## config.mk

```make
export PLATFORM = sky130hd
export DESIGN_NAME = lzwc_back_flat
export DESIGN_NICKNAME = d
export VERILOG_FILES = /design/src/lzwc_pkg.sv /design/src/lzwc_ifs.sv /design/src/lzwc_back.sv /design/src/flat_wrapper.sv
export SDC_FILE = /design/constraint.sdc
export NUM_CORES = 1
export LEC_CHECK = 0
export BUFFER_PORTS_ARGS = -buffer_cell sky130_fd_sc_hd__buf_2
export CELL_PAD_IN_SITES_DETAIL_PLACEMENT = 1
export CELL_PAD_IN_SITES_GLOBAL_PLACEMENT = 1
export CORE_UTILIZATION = 54
export DETAILED_ROUTE_END_ITERATION = 16
export PLACE_DENSITY_LB_ADDON = 0.1
export SLEW_MARGIN = 20
export SYNTH_ARGS = -nofsm -noshare
export SYNTH_HDL_FRONTEND = slang
export SYNTH_SLANG_ARGS = --single-unit
```

## constraint.sdc

```tcl
create_clock -name i_clk -period 9.3 [get_ports i_clk]
set_input_delay 0.465 -clock i_clk [delete_from_list [all_inputs] [get_ports i_clk]]
set_output_delay 0.465 -clock i_clk [all_outputs]
set_load 0.01 [all_outputs]
```

## src/lzwc_pkg.sv

```systemverilog
// Shared constants, types and helpers of the LZW compress encoder.
package lzwc_pkg;

    localparam int unsigned MAX_CODE_BITS = 16;
    localparam logic [31:0] CHECK_GAP     = 32'd10000;
    localparam int unsigned HASH_SHIFT    = 8;
    localparam int unsigned EPOCH_W       = 4;
    localparam int unsigned KEY_W         = 24;
    localparam int unsigned CODE_W        = 16;
    localparam int unsigned NFC_W         = 17;
    localparam int unsigned GROUP_BYTES   = 16;
    localparam int unsigned QDEPTH        = 4;

    localparam logic [15:0] CODE_CLEAR    = 16'd256;
    localparam logic [16:0] CODE_FIRST    = 17'd257;
    localparam logic [16:0] LIMIT_START   = 17'd511;
    localparam logic [4:0]  WIDTH_START   = 5'd9;
    localparam logic [7:0]  MAGIC_0       = 8'h1F;
    localparam logic [7:0]  MAGIC_1       = 8'h9D;
    localparam logic [31:0] RATIO_MAX     = 32'h7FFF_FFFF;
    localparam logic [31:0] BIG_INPUT     = 32'h007F_FFFF;

    // one unit of work for the packer
    typedef struct packed {
        logic        raw;        // code[7:0] is a literal stream byte
        logic        last_b;     // last byte of the beat sequence ends the stream
        logic [15:0] code;
        logic [7:0]  bitpos;
        logic [4:0]  cw;
        logic [4:0]  flush_len;
    } t_cmd;

    typedef struct packed {
        logic [EPOCH_W-1:0] epoch;
        logic [KEY_W-1:0]   key;
        logic [CODE_W-1:0]  code;
    } t_hent;

    function automatic logic [31:0] sat_add32(input logic [31:0] a, input logic [31:0] b);
        logic [32:0] s;
        s = {1'b0, a} + {1'b0, b};
        return s[32] ? 32'hFFFF_FFFF : s[31:0];
    endfunction

endpackage

```

## src/lzwc_ifs.sv

```systemverilog


interface lzwc_out_if;
    logic       valid;
    logic       ready;
    logic [7:0] out_byte;
    logic       final_byte;
    modport source (output valid, output out_byte, output final_byte, input ready);
    modport sink   (input valid, input out_byte, input final_byte, output ready);
endinterface


```

## src/lzwc_back.sv

```systemverilog
// Packer: merges codes into the group buffer and sends out bytes one beat at a time.
module lzwc_back (
    input  logic           i_clk,
    input  logic           i_rst_n,
    input  logic           i_cmd_valid,
    input  lzwc_pkg::t_cmd i_cmd,
    output logic           o_cmd_ready,
    lzwc_out_if.source     o_out
);
    import lzwc_pkg::*;

    logic [7:0] r_grp [GROUP_BYTES];
    logic       r_busy, r_raw, r_last, r_ov, r_of;
    logic [7:0] r_rawb, r_ob;
    logic [4:0] r_cnt, r_len;
    logic       can_emit, take;
    logic [3:0] byte0;
    logic [2:0] sh;
    logic [23:0] v;
    logic [4:0] nbytes;
    logic [4:0] cnt_inc;

    assign can_emit    = !r_ov || o_out.ready;
    assign o_cmd_ready = !r_busy;
    assign take        = i_cmd_valid && !r_busy;
    assign cnt_inc     = r_cnt + 5'd1;

    assign byte0  = i_cmd.bitpos[6:3];
    assign sh     = i_cmd.bitpos[2:0];
    assign v      = 24'(i_cmd.code) << sh;
    assign nbytes = 5'(({2'b00, sh} + i_cmd.cw + 5'd7) >> 3);

    assign o_out.valid      = r_ov;
    assign o_out.out_byte   = r_ob;
    assign o_out.final_byte = r_of;

    always_ff @(posedge i_clk) begin
        if (!i_rst_n) begin
            for (int j = 0; j < GROUP_BYTES; j++) begin
                r_grp[j] <= 8'd0;
            end
        end else if (take && !i_cmd.raw) begin
            for (int j = 0; j < GROUP_BYTES; j++) begin
                logic [3:0] off;
                off = 4'(j) - byte0;
                if (off == 4'd0) begin
                    r_grp[j] <= (r_grp[j] & ((8'd1 << sh) - 8'd1)) | v[7:0];
                end else if (off == 4'd1 && nbytes > 5'd1) begin
                    r_grp[j] <= v[15:8];
                end else if (off == 4'd2 && nbytes > 5'd2) begin
                    r_grp[j] <= v[23:16];
                end
            end
        end
    end

    always_ff @(posedge i_clk) begin
        if (take) begin
            r_raw  <= i_cmd.raw;
            r_rawb <= i_cmd.code[7:0];
            r_last <= i_cmd.last_b;
            r_len  <= i_cmd.flush_len;
        end
        if (r_busy && can_emit) begin
            r_ob <= r_raw ? r_rawb : r_grp[r_cnt[3:0]];
            r_of <= r_last && (cnt_inc == r_len);
        end
    end

    always_ff @(posedge i_clk) begin
        if (!i_rst_n) begin
            r_busy <= 1'b0;
            r_cnt  <= '0;
            r_ov   <= 1'b0;
        end else begin
            if (r_busy && can_emit) begin
                r_ov <= 1'b1;
            end else if (o_out.ready) begin
                r_ov <= 1'b0;
            end
            if (take) begin
                r_busy <= (i_cmd.flush_len != 5'd0);
                r_cnt  <= '0;
            end else if (r_busy && can_emit) begin
                r_cnt <= cnt_inc;
                if (cnt_inc == r_len) begin
                    r_busy <= 1'b0;
                end
            end
        end
    end

endmodule

```

## src/flat_wrapper.sv

```systemverilog
// flat-port wrapper written by rule: the top's interface ports become plain ports
module lzwc_back_flat import lzwc_pkg::*;
  (i_clk, i_rst_n, i_cmd_valid, i_cmd, o_cmd_ready, o_out_valid, o_out_out_byte, o_out_final_byte, o_out_ready);
  lzwc_out_if o_out_i ();
  input  logic i_clk;
  input  logic i_rst_n;
  input  logic i_cmd_valid;
  input  lzwc_pkg::t_cmd i_cmd;
  output logic o_cmd_ready;
  output wire logic [$bits(o_out_i.valid)-1:0] o_out_valid;
  output wire logic [$bits(o_out_i.out_byte)-1:0] o_out_out_byte;
  output wire logic [$bits(o_out_i.final_byte)-1:0] o_out_final_byte;
  input wire logic [$bits(o_out_i.ready)-1:0] o_out_ready;
  assign o_out_valid = o_out_i.valid;
  assign o_out_out_byte = o_out_i.out_byte;
  assign o_out_final_byte = o_out_i.final_byte;
  assign o_out_i.ready = o_out_ready;
  lzwc_back u_core (.i_clk(i_clk), .i_rst_n(i_rst_n), .i_cmd_valid(i_cmd_valid), .i_cmd(i_cmd), .o_cmd_ready(o_cmd_ready), .o_out(o_out_i));
endmodule
```

* After elaboration in Yosys (flattened, before gate mapping)
Memory sizes are Yosys's and may differ from the RTL's. A register that Yosys moved wholly into a read port is not among the register bits. Cells that the tools add are included.
Operators by class: $add $sub $neg 20, order comparisons 2, eq/ne operators 33, shift operators 2, multiplexer cells 297, bitwise operators 81, reduce and logical (&&, ||, !) cells 62
Operators with widths (number):
- 8-bit 2-to-1 mux | 49
- 1-bit 2-to-1 mux | 246
- 8-bit bitwise AND | 16
- 8-bit bitwise OR | 16
- 4-bit by 1-bit == test with 1-bit output (second input constant) | 16
- 4-bit by 2-bit == test with 1-bit output (second input constant) | 16
- 4-bit logical NOT | 16
- 1-bit bitwise OR | 48
- 1-bit logical AND | 36
- 4-bit subtractor (first input constant) | 8
- 16-bit by 3-bit << shifter with 24-bit output | 1
- 3-bit by 4-bit subtractor with 4-bit output (first input constant) | 4
- 4-bit 2-to-1 mux | 2
- 1-bit by 3-bit << shifter with 8-bit output (first input constant) | 1
- 1-bit by 4-bit subtractor with 4-bit output (first input constant) | 2
- 2-bit by 4-bit subtractor with 4-bit output (first input constant) | 2
- 8-bit by 1-bit subtractor with 8-bit output (second input constant) | 1
- 2-bit nonzero test | 3
- 3-bit by 5-bit adder with 5-bit output | 1
- 5-bit by 1-bit adder with 5-bit output (second input constant) | 1
- 5-bit by 3-bit adder with 5-bit output (second input constant) | 1
- 5-bit == test | 1
- 5-bit nonzero test | 1
- 1-bit logical NOT | 3
- 6 further kinds | 6
Word-level totals: register bits after elaboration 31, RAM bits 128, input port bits 40, output and inout port bits 11, logic and storage cells 507, memories 1
Memory list:
- u_core.r_grp | depth 16, width 8, read ports 17, clocked after memory_dff 1, write ports 16, RTL line lzwc_back.sv:12 | logic [7:0] r_grp [GROUP_BYTES];

* Logic depth before layout (Yosys ltp)
depth after elaboration 11, mapped depth 13

* Worst setup path after synthesis
No wires, ideal clock.
kind input to register, start point in i_cmd[12] in the netlist's numbering, end point mem u_core.r_grp[12][0], enable pin, data arrival time 3.217 ns, data required time 8.902 ns, setup slack 5.685 ns, stages on the path 10, buffers on the path 1, path through inv_2 buf_1 ha_1 inv_1 ha_1 nor2b_1 a2111o_1 nand3_2 a22oi_1 o41ai_1
RTL lines:
- from (decl) | RTL line flat_wrapper.sv:8 | input lzwc_pkg::t_cmd i_cmd;
- to (decl) | RTL line lzwc_back.sv:12

==> impl_metrics.yaml <==
global_routing:
  grt_usage_pct: 48.2
  antenna_found_initial: 6
  grt-ovfl-total: 0
  grt_pass1_vias: 10455
  grt_max_degree: 44
  grt_pass1_wl_um: 69500
logic_synthesis:
  synth_area_um2: 10900
  yosysWarnings: 0
  synth_top_cell_by_area: "edfxtp_1"
  async_reset_ff_share_pct: 0
  ys_seq_area_share_pct: 43.8
  syn-num-nets: 1089
  syn_avg_cell_area_um2: 10.5
  synthCells: 1038
  yosys-top-cells-area: "edfxtp_1 42%, mux4_2 10%, nand2_1 3.8%"
  synth_cell_type_count: 80
  synth_edf_count: 152
  synth-seq-cells: 163
  ys.flop_type: "edfxtp_1"
  synth_top_cell_area_share_pct: 41.8
clock_network:
  clock-sinks: 163
  h-tree-depth: 4
  path_clk_slew_ps: 70
  post_cts_resize_count: 0
  cts_hold_buf: 0
  post-cts-setup-buffers: 0
  worstSkewPairLatency_ps: 460
  tritoncts.num_buffers: 17
  cts-root-buf: "clkbuf_16"
  clockBufferDepth: 2
  cts_tree: "yes"
worst_setup_path:
  endpoint_kind: "flop"
  worstPathMaxFanout: 42
  worstReg2RegStart: "u_core.r_busy"
  endpoint: "u_core.r_grp[14][0]"
  startpoint: "i_cmd[12]"
  rr_worst_depth: 5
  required_ps: 9380
  r2r_slack_ps: 5970
  start_kind: "input port"
  arrival_ps: 4850
  crit_type: "in2reg"
  r2r_end: "u_core.r_grp[14][0]"
routing:
  vias: 10549
  vias_per_cell: 7.91
  drt_pass1_iterations: 8
  totalWireLength_um: 47600
  ant_nets: 0
  drt-wirelength-per-cell_um: 35.7
  first_iter_violations: 1390
  drc_errors: 0
floorplan:
  rows: 51
  initial_core_util_pct: 55.6
  die_area_um2: 20800
  die_h_um: 144
  core_um2: 19700
  io_pins: 51
  die_w_um: 144
status:
  status: "finished clean"
final_layout:
  drive_above_1_share_pct: 19.8
  area_growth_pct: 9.78
  fin_nets: 1101
  final_area_um2: 12000
timing:
  fmax_ghz: 0.209
  tightest_slew_ps: 1180
  clock_skew_ps: 11.1
  fin_ws_ps: 4530
  maxSlewViolCount: 0
  hold_viol: 0
  fin_crit_sh_pct: 51.3
  setup_violations: 0
  grt_setup_unrepaired: "no"
  finalSetupTns_ps: 0
  slew-limit-headroom_pct: 21.2
  fin_crit_ps: 4770
pwr:
  p_leak_uw: 0.00420
  powerDensity_nw_per_um2: 170
  power_uw: 2030
  ir_drop_mv: 0.122
placed_design:
  preCtsSetupSlack_ps: 4250
  post-dp-hpwl_um: 31000
  place_area_um2: 11400
  gp_congestion: 1.01
  portBuffers: 49
flow_run:
  drv_cap: 0
hold_path:
  min_path_cells: 1
  holdCritPathClass: "in2reg"
synth_stat cells (6+ instances only):
master    instances
mux2i_1          17
a22oi_1           8
o21ai_1           8
inv_1            29
buf_1             7
nand3_1          28
and2_1            9
o221ai_1         13
and3_1           17
a21oi_1          83
nand2b_1         14
ha_1             11
dfxtp_1          11
a211oi_1         34
nand2_1         111
a21boi_0          6
xor2_1            9
clkbuf_1         41
nor3_1           16
nor2b_1          11
mux2_2           25
nor2_1           81
o21ai_0          31
a21o_1           10
o32ai_1          33
mux4_2           50
nand4_1           9
edfxtp_1        152
buf_2            24
o22ai_1          33
or3_1             8
xnor2_1          15
state kept, by name (all words and copies together) (netlist names), named ones only:
signal and count:
u_core.r_raw 1, u_core.r_cnt 5, u_core.r_grp 128, u_core.r_last 1, u_core.o_out.final_byte 1, u_core.o_out.out_byte 8, u_core.r_busy 1, u_core.o_out.valid 1
u_core.r_rawb 8, u_core.r_len 5
routing by layer:
| layer | vias to the layer above | wire length, µm | GRT usage (%) |
|---|---|---|---|
| met2 | 1013 | 20900 | 71.8 |
| met5 | - | 11 | 0 |
| met3 | 338 | 6740 | 20.8 |
| met4 | 2 | 4050 | 33.5 |
| li1 | 4097 | - | - |
| met1 | 5099 | 15900 | 55.9 |
cell families after synthesis:
kind of cell               count (synthesis)  share of synthesized area (%)
and+or+nand+nor                          327                           14.4
AOI/OAI and AO/OA                        312                           19.9
DFF                                      163                           43.8
buffers and inverters                    108                           4.23
muxes                                     93                           14.5
xor gates and xnor gates                  24                           1.92
adders and majority gates                 11                           1.26
final cells by class:
class | instances | area (µm²)
fill | 2163 | 7660
multi-input combinational | 767 | 5750
sequential | 163 | 4790
clock buffer | 19 | 464
timing repair buffer | 70 | 403
tap | 265 | 332
clock inverter | 13 | 129
inverter | 31 | 116
antenna | 6 | 15.0
metrics by stage:
step / cells / util [%] / hold WS [ps]
3_3_place_gp: 1296 / 57.8 / 526
6_report: 1334 / 61.0 / 192
4_1_cts: 1328 / 60.8 / 192
5_1_grt: 1328 / 61.0 / 192
2_1_floorplan: 1038 / - / 504
3_5_place_dp: 1296 / 57.8 / 541
power by group:
part | total [µW] | internal (µW) | switching [µW]
Sequential | 877 | 849 | 28.5
Combinational | 413 | 124 | 289
Clock | 745 | 381 | 363
layout by cell type (no fill, tap or decap), types with 6 or more instances in the layout:
cell | netlist | routed
edfxtp_1 | 152 | 152
nor2b_1 | 11 | 11
a22oi_1 | 8 | 8
and3_1 | 17 | 17
o21ai_1 | 8 | 8
o221ai_1 | 13 | 13
mux2_2 | 25 | 25
mux2i_1 | 17 | 17
buf_4 | 3 | 21
o22ai_1 | 33 | 33
o32ai_1 | 33 | 33
dfxtp_1 | 11 | 10
a21o_1 | 10 | 10
nand2b_1 | 14 | 14
clkbuf_16 | 0 | 18
nand3_1 | 28 | 27
a211oi_1 | 34 | 34
xnor2_1 | 15 | 15
nand2_1 | 111 | 111
a21oi_1 | 83 | 83
nand4_1 | 9 | 9
or3_1 | 8 | 8
inv_6 | 0 | 7
o21ai_0 | 31 | 30
nor3_1 | 16 | 15
mux4_2 | 50 | 50
nor2_1 | 81 | 78
inv_1 | 29 | 29
buf_2 | 24 | 49
xor2_1 | 9 | 9
diode_2 | 0 | 6
ha_1 | 11 | 11
and2_1 | 9 | 9
worst max-delay path: stages:
cell and delay, ps:
buf_2 710, inv_2 380, ha_1 390, inv_1 40, ha_1 260, nor2b_1 380, nand4_1 310, a31oi_2 900
nor2_1 210, o21bai_1 790
worst min-delay path by stage:
stage	from	end	slack, ps
2_1_floorplan	u_core.r_cnt[4]	u_core.r_cnt[4]	500
3_3_place_gp	u_core.r_rawb[5]	u_core.o_out.out_byte[5]	530
3_5_place_dp	u_core.r_rawb[1]	u_core.o_out.out_byte[1]	540
4_1_cts	i_cmd[34]	u_core.r_last	190
5_1_grt	i_cmd[34]	u_core.r_last	190
6_report	i_cmd[34]	u_core.r_last	190
(Power assumes the default switching activity.)
