--- config.mk ---
export PLATFORM = sky130hd
export DESIGN_NAME = lzwc_cmd_fifo
export DESIGN_NICKNAME = d
export VERILOG_FILES = /design/src/lzwc_pkg.sv /design/src/lzwc_cmd_fifo.sv
export SDC_FILE = /design/constraint.sdc
export NUM_CORES = 1
export LEC_CHECK = 0
export CAP_MARGIN = 20
export CORE_MARGIN = 5
export CORE_UTILIZATION = 48
export DETAILED_ROUTE_END_ITERATION = 10
export DONT_BUFFER_PORTS = 1
export PLACE_DENSITY = 0.64
export SYNTH_ARGS = -nofsm -noshare
export SYNTH_HDL_FRONTEND = slang
export SYNTH_SLANG_ARGS = --single-unit
--- constraint.sdc ---
create_clock -name i_clk -period 2.15 [get_ports i_clk]
set_input_delay 0.1075 -clock i_clk [delete_from_list [all_inputs] [get_ports i_clk]]
set_output_delay 0.1075 -clock i_clk [all_outputs]
set_load 0.005 [all_outputs]
--- src/lzwc_pkg.sv ---
// Shared constants, types and helpers of the LZW compress encoder.
package lzwc_pkg;

    localparam int unsigned MAX_CODE_BITS = 16;
    localparam logic [31:0] CHECK_GAP     = 32'd10000;
    localparam int unsigned HASH_SHIFT    = 8;
    localparam int unsigned EPOCH_W       = 4;
    localparam int unsigned KEY_W         = 24;
    localparam int unsigned CODE_W        = 16;
    localparam int unsigned NFC_W         = 17;
    localparam int unsigned GROUP_BYTES   = 16;
    localparam int unsigned QDEPTH        = 4;

    localparam logic [15:0] CODE_CLEAR    = 16'd256;
    localparam logic [16:0] CODE_FIRST    = 17'd257;
    localparam logic [16:0] LIMIT_START   = 17'd511;
    localparam logic [4:0]  WIDTH_START   = 5'd9;
    localparam logic [7:0]  MAGIC_0       = 8'h1F;
    localparam logic [7:0]  MAGIC_1       = 8'h9D;
    localparam logic [31:0] RATIO_MAX     = 32'h7FFF_FFFF;
    localparam logic [31:0] BIG_INPUT     = 32'h007F_FFFF;

    // one unit of work for the packer
    typedef struct packed {
        logic        raw;        // code[7:0] is a literal stream byte
        logic        last_b;     // last byte of the beat sequence ends the stream
        logic [15:0] code;
        logic [7:0]  bitpos;
        logic [4:0]  cw;
        logic [4:0]  flush_len;
    } t_cmd;

    typedef struct packed {
        logic [EPOCH_W-1:0] epoch;
        logic [KEY_W-1:0]   key;
        logic [CODE_W-1:0]  code;
    } t_hent;

    function automatic logic [31:0] sat_add32(input logic [31:0] a, input logic [31:0] b);
        logic [32:0] s;
        s = {1'b0, a} + {1'b0, b};
        return s[32] ? 32'hFFFF_FFFF : s[31:0];
    endfunction

endpackage

--- src/lzwc_cmd_fifo.sv ---
// Short command queue between the front end and the packer.
module lzwc_cmd_fifo (
    input  logic           i_clk,
    input  logic           i_rst_n,
    input  logic           i_push_valid,
    input  lzwc_pkg::t_cmd i_push,
    output logic           o_push_ready,
    output logic           o_pop_valid,
    output lzwc_pkg::t_cmd o_pop,
    input  logic           i_pop_ready
);
    import lzwc_pkg::*;

    localparam int unsigned PTR_W = $clog2(QDEPTH);

    t_cmd r_q [QDEPTH];
    logic [PTR_W-1:0] r_wp, r_rp;
    logic [PTR_W:0]   r_cnt;
    logic do_push, do_pop;

    assign o_push_ready = (r_cnt != (PTR_W+1)'(QDEPTH));
    assign o_pop_valid  = (r_cnt != '0);
    assign o_pop        = r_q[r_rp];
    assign do_push      = i_push_valid && o_push_ready;
    assign do_pop       = o_pop_valid && i_pop_ready;

    always_ff @(posedge i_clk) begin
        if (do_push) begin
            r_q[r_wp] <= i_push;
        end
    end

    always_ff @(posedge i_clk) begin
        if (!i_rst_n) begin
            r_wp <= '0;
            r_rp <= '0;
            r_cnt <= '0;
        end else begin
            if (do_push) begin
                r_wp <= r_wp + PTR_W'(1);
            end
            if (do_pop) begin
                r_rp <= r_rp + PTR_W'(1);
            end
            r_cnt <= r_cnt + (PTR_W+1)'(do_push) - (PTR_W+1)'(do_pop);
        end
    end

endmodule

# [Yosys cells after proc, flatten, opt, wreduce, memory -nomap -nowiden]
# Memory sizes are Yosys's and may differ from the RTL's. A register that Yosys moved wholly into a read port is not among the register bits.
# Index checks and enable logic that the tools add are counted.
[totals] mem_bits_rw=144 ff_bits=7 input_bits=40 n_memories=1 word_cells=16
[memory_table] name="r_q" words=4 word_bits=36 rd=1 rd_ports_with_merged_regs=1 write_ports=1 line="lzwc_cmd_fifo.sv:16" rtl="t_cmd r_q [QDEPTH];"
[classes] mux=4 addsub=4 n_reduce_logical=3 eq_ne=1
[ops] cell="adder 2 x 1 -> 2 bit, second input constant" count=2
[ops] cell="two-way mux 2 bit" count=2
[ops] cell="adder 3 x 1 -> 3 bit" count=1
[ops] cell="!= test 3 bit, second input constant" count=1
[ops] cell="nonzero test 3 bit" count=1
[ops] cell="subtractor 3 x 1 -> 3 bit" count=1
[ops] cell="logical AND 1 bit" count=2
[ops] cell="two-way mux 1 bit" count=2

# [Longest topological paths before layout]
# Gate-level depths: netlist (run 1).
[logic_depth] ltp_word=4 depth_mapped=11 ltp_nobuf=11

# [Least setup slack after synthesis (run 1)]
# Ideal clock, no wire load.
[synth_path] path_type="reg2reg" from="register r_cnt[1]" to="register r_cnt[2]" n_path_buf=0 slack_ps=-47 path_stages_with_launch=12 t_required_ps=2035 arrival_ps=2082 path_cell_list="dfxtp_1 nor2_1 a21boi_2 inv_1 ha_1 inv_1 ha_1 inv_1 fa_1 xnor2_1 xnor2_1 and2_1"
[synth_via] elab_chain_cells=4
[synth_lines] element="from (decl)" line="lzwc_cmd_fifo.sv:18" rtl="logic [PTR_W:0] r_cnt;"
[synth_lines] element="from (signal assigned)" line="lzwc_cmd_fifo.sv:45" rtl="r_cnt <= r_cnt + (PTR_W+1)'(do_push) - (PTR_W+1)'(do_pop);"
[synth_lines] element="!= test 3 bit" line="lzwc_cmd_fifo.sv:21" rtl="assign o_push_ready = (r_cnt != (PTR_W+1)'(QDEPTH));"
[synth_lines] element="logical AND 1 bit" line="lzwc_cmd_fifo.sv:24" rtl="assign do_push = i_push_valid && o_push_ready;"
[synth_lines] element="adder 3 x 1 -> 3 bit" line="lzwc_cmd_fifo.sv:45"
[synth_lines] element="subtractor 3 x 1 -> 3 bit (*)" line="lzwc_cmd_fifo.sv:45"
# Mark *: on every way between the ends. The rest lies on a longest branch, timed or not.
# A chain may end at the register's enable or synchronous reset.

# [Final worst setup path (run 1)]
[layout_path] from="register r_cnt[2]" to="register r_cnt[2]"
[layout_rtl] element="nonzero test 3 bit" line="lzwc_cmd_fifo.sv:22" rtl="assign o_pop_valid = (r_cnt != '0);"
[layout_rtl] element="logical AND 1 bit" line="lzwc_cmd_fifo.sv:25" rtl="assign do_pop = o_pop_valid && i_pop_ready;"
[layout_rtl] element="via do_pop" line="lzwc_cmd_fifo.sv:19" rtl="logic do_push, do_pop;"
[layout_rtl] element="subtractor 3 x 1 -> 3 bit" line="lzwc_cmd_fifo.sv:45"
# The timed path passes the listed nets, and every way through them passes these cells.

==> results of run 1 <==
[sequential cells by signal (all words and copies together) (netlist names), named ones only]
| register | flops |
|---|---|
| r_wp | 2 |
| r_rp | 2 |
| r_cnt | 3 |
| r_q | 144 |
[critical path: stages (launching register included)]
cell and delay (ns):
dfxtp_4 0.37, o31a_1 0.33, ha_1 0.28, inv_1 0.06
ha_1 0.13, inv_1 0.05, fa_2 0.35, xnor2_2 0.15
xnor2_1 0.12, and2_1 0.15
[what timing repair did]
item,4_1_cts,5_1_grt
endpoints found under the hold margin,153,0
hold buffers,37,0
buffers inserted,0,3
endpoints found under the setup margin,0,1
gates resized for setup,0,6
[power groups by stage]
stage          sequential (mW)  combinational [mW]  clock, mW
6_report                  3.76                1.49       2.84
3_3_place_gp              3.80                1.39          0
2_1_floorplan             3.76                1.14          0
5_1_grt                   3.79                1.64       3.04
3_5_place_dp              3.82                1.40          0
4_1_cts                   3.76                1.49       2.91
[per-stage QoR]
stage | area [um2] | setup TNS (ns) | hold slack (ns) | utilization, %
2_1_floorplan | 5720 | 0 | 0.206 | -
3_3_place_gp | 5950 | 0 | 0.207 | 51.5
3_5_place_dp | 5950 | 0 | 0.207 | 51.5
4_1_cts | 6890 | 0 | 0.0491 | 59.6
5_1_grt | 6930 | -0.0238 | 0.0658 | 59.9
6_report | 6930 | 0 | 0.0772 | 59.9
[metal layers]
| metal | vias to the layer above | GRT usage [%] | wire length (um) |
|---|---|---|---|
| met5 | - | 0 | 0 |
| met4 | 0 | 6.66 | 157 |
| met3 | 15 | 5.64 | 512 |
| met2 | 59 | 23.0 | 4830 |
| met1 | 1277 | 17.0 | 3970 |
| li1 | 1104 | - | - |
[area by class of cell]
| class | instances | area, um2 | area share [%] |
|---|---|---|---|
| Timing Repair Buffer | 50 | 531 | 7.66 |
| Multi-Input combinational cell | 69 | 1120 | 16.1 |
| Clock buffer | 19 | 433 | 6.25 |
| Sequential cell | 153 | 4520 | 65.2 |
| Clock inverter | 12 | 133 | 1.91 |
| Tap cell | 143 | 179 | 2.58 |
| Inverter | 5 | 18.8 | 0.271 |
[cell families (layout without fill, tap and decap cells)]
group,count (synthesis),count (layout),synth area share (%)
and+or+nand+nor,17,17,1.60
buffers and inverters,14,86,1.99
DFF,153,153,78.7
xor gates and xnor gates,4,4,0.612
adders and majority gates,7,7,1.66
muxes,38,38,14.9
AOI/OAI and AO/OA,3,3,0.503
[worst min-delay path by stage]
stage                     slack, ns        start  cells past startpoint        end
final                          0.08  i_pop_ready                      3  flip-flop
after global routing           0.07  i_pop_ready                      3  flip-flop
after CTS                      0.05  i_pop_ready                      3  flip-flop
after detailed placement       0.21    i_push[9]                      0  r_q[1][9]
after global placement         0.21    i_push[9]                      0  r_q[2][9]
after floorplan                0.21    i_push[0]                      0  r_q[0][0]
[cell usage after synthesis]
cell type | instances | share of area [%]
xnor2_1 | 4 | 0.61
buf_6 | 1 | 0.20
ha_1 | 6 | 1.3
mux4_1 | 6 | 2.8
buf_2 | 3 | 0.26
o311ai_1 | 1 | 0.15
mux2i_1 | 2 | 0.35
mux4_2 | 30 | 12
or3_1 | 1 | 0.11
and2_1 | 7 | 0.77
nor2b_1 | 3 | 0.33
clkbuf_2 | 1 | 0.087
fa_1 | 1 | 0.35
nor2_1 | 1 | 0.066
dfxtp_1 | 9 | 3.1
o31a_1 | 1 | 0.15
a21boi_2 | 1 | 0.20
buf_12 | 3 | 1.0
clkbuf_1 | 1 | 0.066
inv_1 | 5 | 0.33
nand2_1 | 5 | 0.33
edfxtp_1 | 144 | 76
==> flow_metrics.py, run 1 <==
metrics = {
    "logic_synthesis": {
        "synthCells": 236,
        "syn_nets": 283,
        "yosys_register_bits": 153,
        "syn_area_mm2": 0.00572,
        "synth_area_per_cell_um2": 24.2,
        "seq_area_frac_synth_pct": 78.7,
        "ys.warnings.count": 0,
        "yosys.cell_types.count": 22,
    },
    "place": {
        "portBuffers": 0,
        "gp_congestion": 0.698,
        "place_ws_ns": 0.0375,
        "placed_cells_incl_taps": 380,
        "dp_hpwl_um": 5420,
    },
    "clock_network": {
        "clk_pin_slew_ns": 0.05,
        "cts_buffer_depth": 2,
        "htree_levels": 4,
        "clk_latency_ns": 0.41,
        "clockRootBuffer": "clkbuf_16",
        "clock-sinks": 153,
        "cts_tree": "built",
        "cts_made_buffers": 17,
    },
    "power_and_ir_drop": {
        "vdd_drop_max_uv": 557,
        "swShare_pct": 23.6,
        "power_mw": 8.10,
        "p_clk_share_pct": 35.1,
        "comb_power_share_pct": 18.4,
        "power.density_mw_per_mm2": 1170,
        "p_int_mw": 6.19,
        "p_leak_nw": 2.26,
        "p_switching_mw": 1.91,
        "p_seq_share_pct": 46.4,
    },
    "critical_path": {
        "critPathCapture": "r_cnt[2]",
        "worstReg2RegEnd": "r_cnt[2]",
        "cp.required_ns": 2.45,
        "timing.rr.start": "r_cnt[2]",
        "worstSetupPathType": "reg2reg",
        "path_max_fanout": 6,
        "cp-end-kind": "flip-flop",
        "crit_start": "r_cnt[2]",
        "regToRegSetupSlack_ns": 0.07,
        "rr_worst_depth": 9,
        "arrival_ns": 2.39,
        "start_kind": "flip-flop",
    },
    "run": {
        "drv_cap": 0,
    },
    "sta": {
        "period_needed_ns": 2.08,
        "maxSlewHeadroom_pct": 63.7,
        "setup_viol": 0,
        "fin_crit_sh_pct": 96.9,
        "finalWorstSetupSlack_ns": 0.0657,
        "hold_viol": 0,
        "rsz0062_at_grt": "yes",
        "worstMarginPinSlew_ns": 0.545,
        "drv_slew": 0,
        "max_freq_ghz": 0.480,
        "finClkSkew_ns": 0.00479,
    },
    "hold_path": {
        "hp-class": "in2reg",
    },
    "routing": {
        "antenna_left": 0,
        "finalWirelength_um": 9470,
        "post-route-drc-count": 0,
        "via_count": 2455,
        "drtIter0Drc": 152,
        "vias_per_cell": 5.44,
        "dr.pass1.iters": 4,
        "wire_per_inst_um": 21.0,
    },
    "final_layout": {
        "nets": 343,
        "final_cell_mix": "edfxtp_1 (144), dlygate4sd3_1 (37), mux4_2 (30), clkbuf_16 (17), buf_4 (8)",
        "drive_gt1_share_pct": 25.6,
        "antennaDiodeCount": 0,
        "syn2layout_area_growth_pct": 21.1,
        "num-fill-cells": 797,
        "final_cells": 451,
        "final_common_cell": "edfxtp_1",
    },
    "floorplan": {
        "die_height_um": 119,
        "die_area_mm2": 0.0142,
        "core_area_mm2": 0.0116,
        "dieWidth_um": 119,
        "pin_count": 78,
        "start_util_pct": 49.5,
        "rows": 39,
    },
    "grt": {
        "grt_overflow": 0,
        "grt_util_all_layers_pct": 14.3,
        "grt_pass1_vias": 2644,
        "grt_pass1_wl_um": 14700,
        "grt_max_degree": 32,
        "grt_antenna_before_repair": 0,
    },
    "status": {
        "outcome": "completed",
    },
}
Power figures use the tool's default switching activity.
==> run 2, diff against run 1 <==
==> constraint.sdc (replaced) <==
create_clock -name i_clk -period 2.15 [get_ports i_clk]
set_input_delay 0.43 -clock i_clk [delete_from_list [all_inputs] [get_ports i_clk]]
set_output_delay 0.43 -clock i_clk [all_outputs]
set_load 0.005 [all_outputs]
==> run 2 against run 1 <==
Compared with the run above: critical path type is now reg2out; largest cell class unchanged; critical endpoint is now o_pop[32]; final cell count decreased by 7.1%; global-route usage hardly changed; sequential cell count is the same; clock skew rose by 0.0020 ns; utilization fell by 3.1 points; largest power group unchanged.
==> flow_metrics.py, run 2 (synthesis gave the netlist of run 1 again) <==
metrics = {
    "status": {
        "outcome": "completed",
    },
    "final_layout": {
        "drive_gt1_share_pct": 32.2,
        "syn2layout_area_growth_pct": 14.8,
        "top_regs": "r_q (144), r_cnt (3)",
        "final_cell_mix": "edfxtp_1 (144), mux4_2 (32), clkbuf_16 (17), buf_4 (14), ha_1 (6)",
        "nets": 310,
        "final_common_cell": "edfxtp_1",
        "post-route-cell-area_mm2": 0.00657,
        "largest_reg_flops": 144,
        "final_cells": 419,
        "num-fill-cells": 845,
        "largest-register": "r_q",
        "antennaDiodeCount": 0,
    },
    "critical_path": {
        "path_max_fanout": 5,
        "cp-end-kind": "output port",
        "arrival_ns": 1.63,
        "start_kind": "flip-flop",
        "cp_slowest_stage_delay_ns": 0.61,
        "cpMaxStageDelayCell": "mux4_1",
        "rr_worst_depth": 9,
        "worstSetupPathType": "reg2out",
        "path_cells": "buf_4, mux4_1",
        "cp.required_ns": 1.72,
        "timing.rr.start": "r_cnt[1]",
    },
    "clock_network": {
        "clockRootBuffer": "clkbuf_16",
        "cts_tree": "built",
        "clk_pin_slew_ns": 0.06,
        "cts_buffer_depth": 2,
        "htree_levels": 4,
        "clk_latency_ns": 0.41,
        "cts_made_buffers": 17,
        "clock-sinks": 153,
    },
    "floorplan": {
        "core_area_mm2": 0.0116,
        "start_util_pct": 49.5,
        "dieWidth_um": 119,
        "pin_count": 78,
        "die_height_um": 119,
        "die_area_mm2": 0.0142,
        "rows": 39,
    },
    "hold_path": {
        "min_from": "i_push[12]",
        "hp-class": "in2reg",
        "min_path_cells": 0,
    },
    "routing": {
        "via_count": 2318,
        "wire_per_inst_um": 22.4,
        "finalWirelength_um": 9390,
        "vias_per_cell": 5.53,
        "drtIter0Drc": 134,
        "antenna_left": 0,
        "post-route-drc-count": 0,
        "dr.pass1.iters": 4,
    },
    "run": {
        "drv_cap": 0,
    },
    "grt": {
        "grt_util_all_layers_pct": 14.2,
        "grt_antenna_before_repair": 0,
        "grt_max_degree": 27,
        "grt_pass1_wl_um": 14500,
        "grt_overflow": 0,
        "grt_pass1_vias": 2533,
    },
    "place": {
        "portBuffers": 0,
        "place_ws_ns": 0.0188,
        "placed_cells_incl_taps": 384,
        "placedInstanceArea_mm2": 0.00594,
        "gp_congestion": 0.683,
        "dp_hpwl_um": 5650,
    },
    "power_and_ir_drop": {
        "power.density_mw_per_mm2": 1230,
        "swShare_pct": 23.8,
        "p_switching_mw": 1.92,
        "p_seq_share_pct": 46.4,
        "power_mw": 8.09,
        "p_int_mw": 6.17,
        "p_leak_nw": 2.11,
        "vdd_drop_max_uv": 696,
        "comb_power_share_pct": 17.6,
        "p_clk_share_pct": 35.9,
    },
    "sta": {
        "setup_viol": 0,
        "maxSlewHeadroom_pct": 73.6,
        "max_freq_ghz": 0.486,
        "period_needed_ns": 2.06,
        "tns_ns": 0,
        "rsz0062_at_grt": "no",
        "hold_viol": 0,
        "finClkSkew_ns": 0.00675,
        "fin_crit_sh_pct": 95.6,
        "worstMarginPinSlew_ns": 0.396,
        "drv_slew": 0,
        "finalWorstSetupSlack_ns": 0.0938,
    },
}
-- run 2: per-stage QoR --
| step | util [%] | hold slack (ns) |
|---|---|---|
| global placement | 51.4 | 0.486 |
| floorplan | - | 0.468 |
| global route | 56.8 | 0.0802 |
| CTS | 56.6 | 0.0887 |
| detailed placement | 51.4 | 0.492 |
| finish | 56.8 | 0.109 |
-- run 2: layout make-up --
| cell class | instances | area [um2] | share of cell area (%) |
|---|---|---|---|
| Sequential cell | 153 | 4520 | 68.8 |
| Multi-Input combinational cell | 69 | 1110 | 16.9 |
| Clock buffer | 19 | 433 | 6.59 |
| Tap cell | 143 | 179 | 2.72 |
| Timing Repair Buffer | 17 | 156 | 2.38 |
| Clock inverter | 13 | 153 | 2.32 |
| Inverter | 5 | 18.8 | 0.286 |
-- run 2: power by group through the flow --
stage               registers, mW  clock network (mW)  logic [mW]
global route                 3.79                3.10        1.56
CTS                          3.77                2.97        1.46
floorplan                    3.76                   0        1.14
detailed placement           3.83                   0        1.39
global placement             3.81                   0        1.38
finish                       3.76                2.91        1.43
-- run 2: critical path, delay by kind of cell, from the launching register on --
| family | cells | cell delay, ns |
|---|---|---|
| buffers and inverters | 1 | 0.19 |
| DFF | 1 | 0.41 |
| muxes | 1 | 0.61 |
-- run 2: worst paths after layout --
kind	slack (ns)	to
max	0.09	o_pop[32]
min	0.11	r_q[0][12]
max reg2reg	0.10	r_cnt[2]
min reg2reg	0.51	r_wp[0]
-- run 2: what timing repair did --
action	CTS	global route
cloned	0	0
pin swaps	0	1
resized for setup	8	1
endpoints found under the setup margin	32	1
hold buffers	0	0
buffers inserted	1	2
-- run 2: per-layer routing --
metal / share of wire [%] / track usage (%) / routed length, um
met3: 7.8 / 6.54 / 729
met4: 1.7 / 7.17 / 161
met1: 39 / 16.0 / 3700
met5: 0 / 0 / 0
met2: 51 / 23.0 / 4800
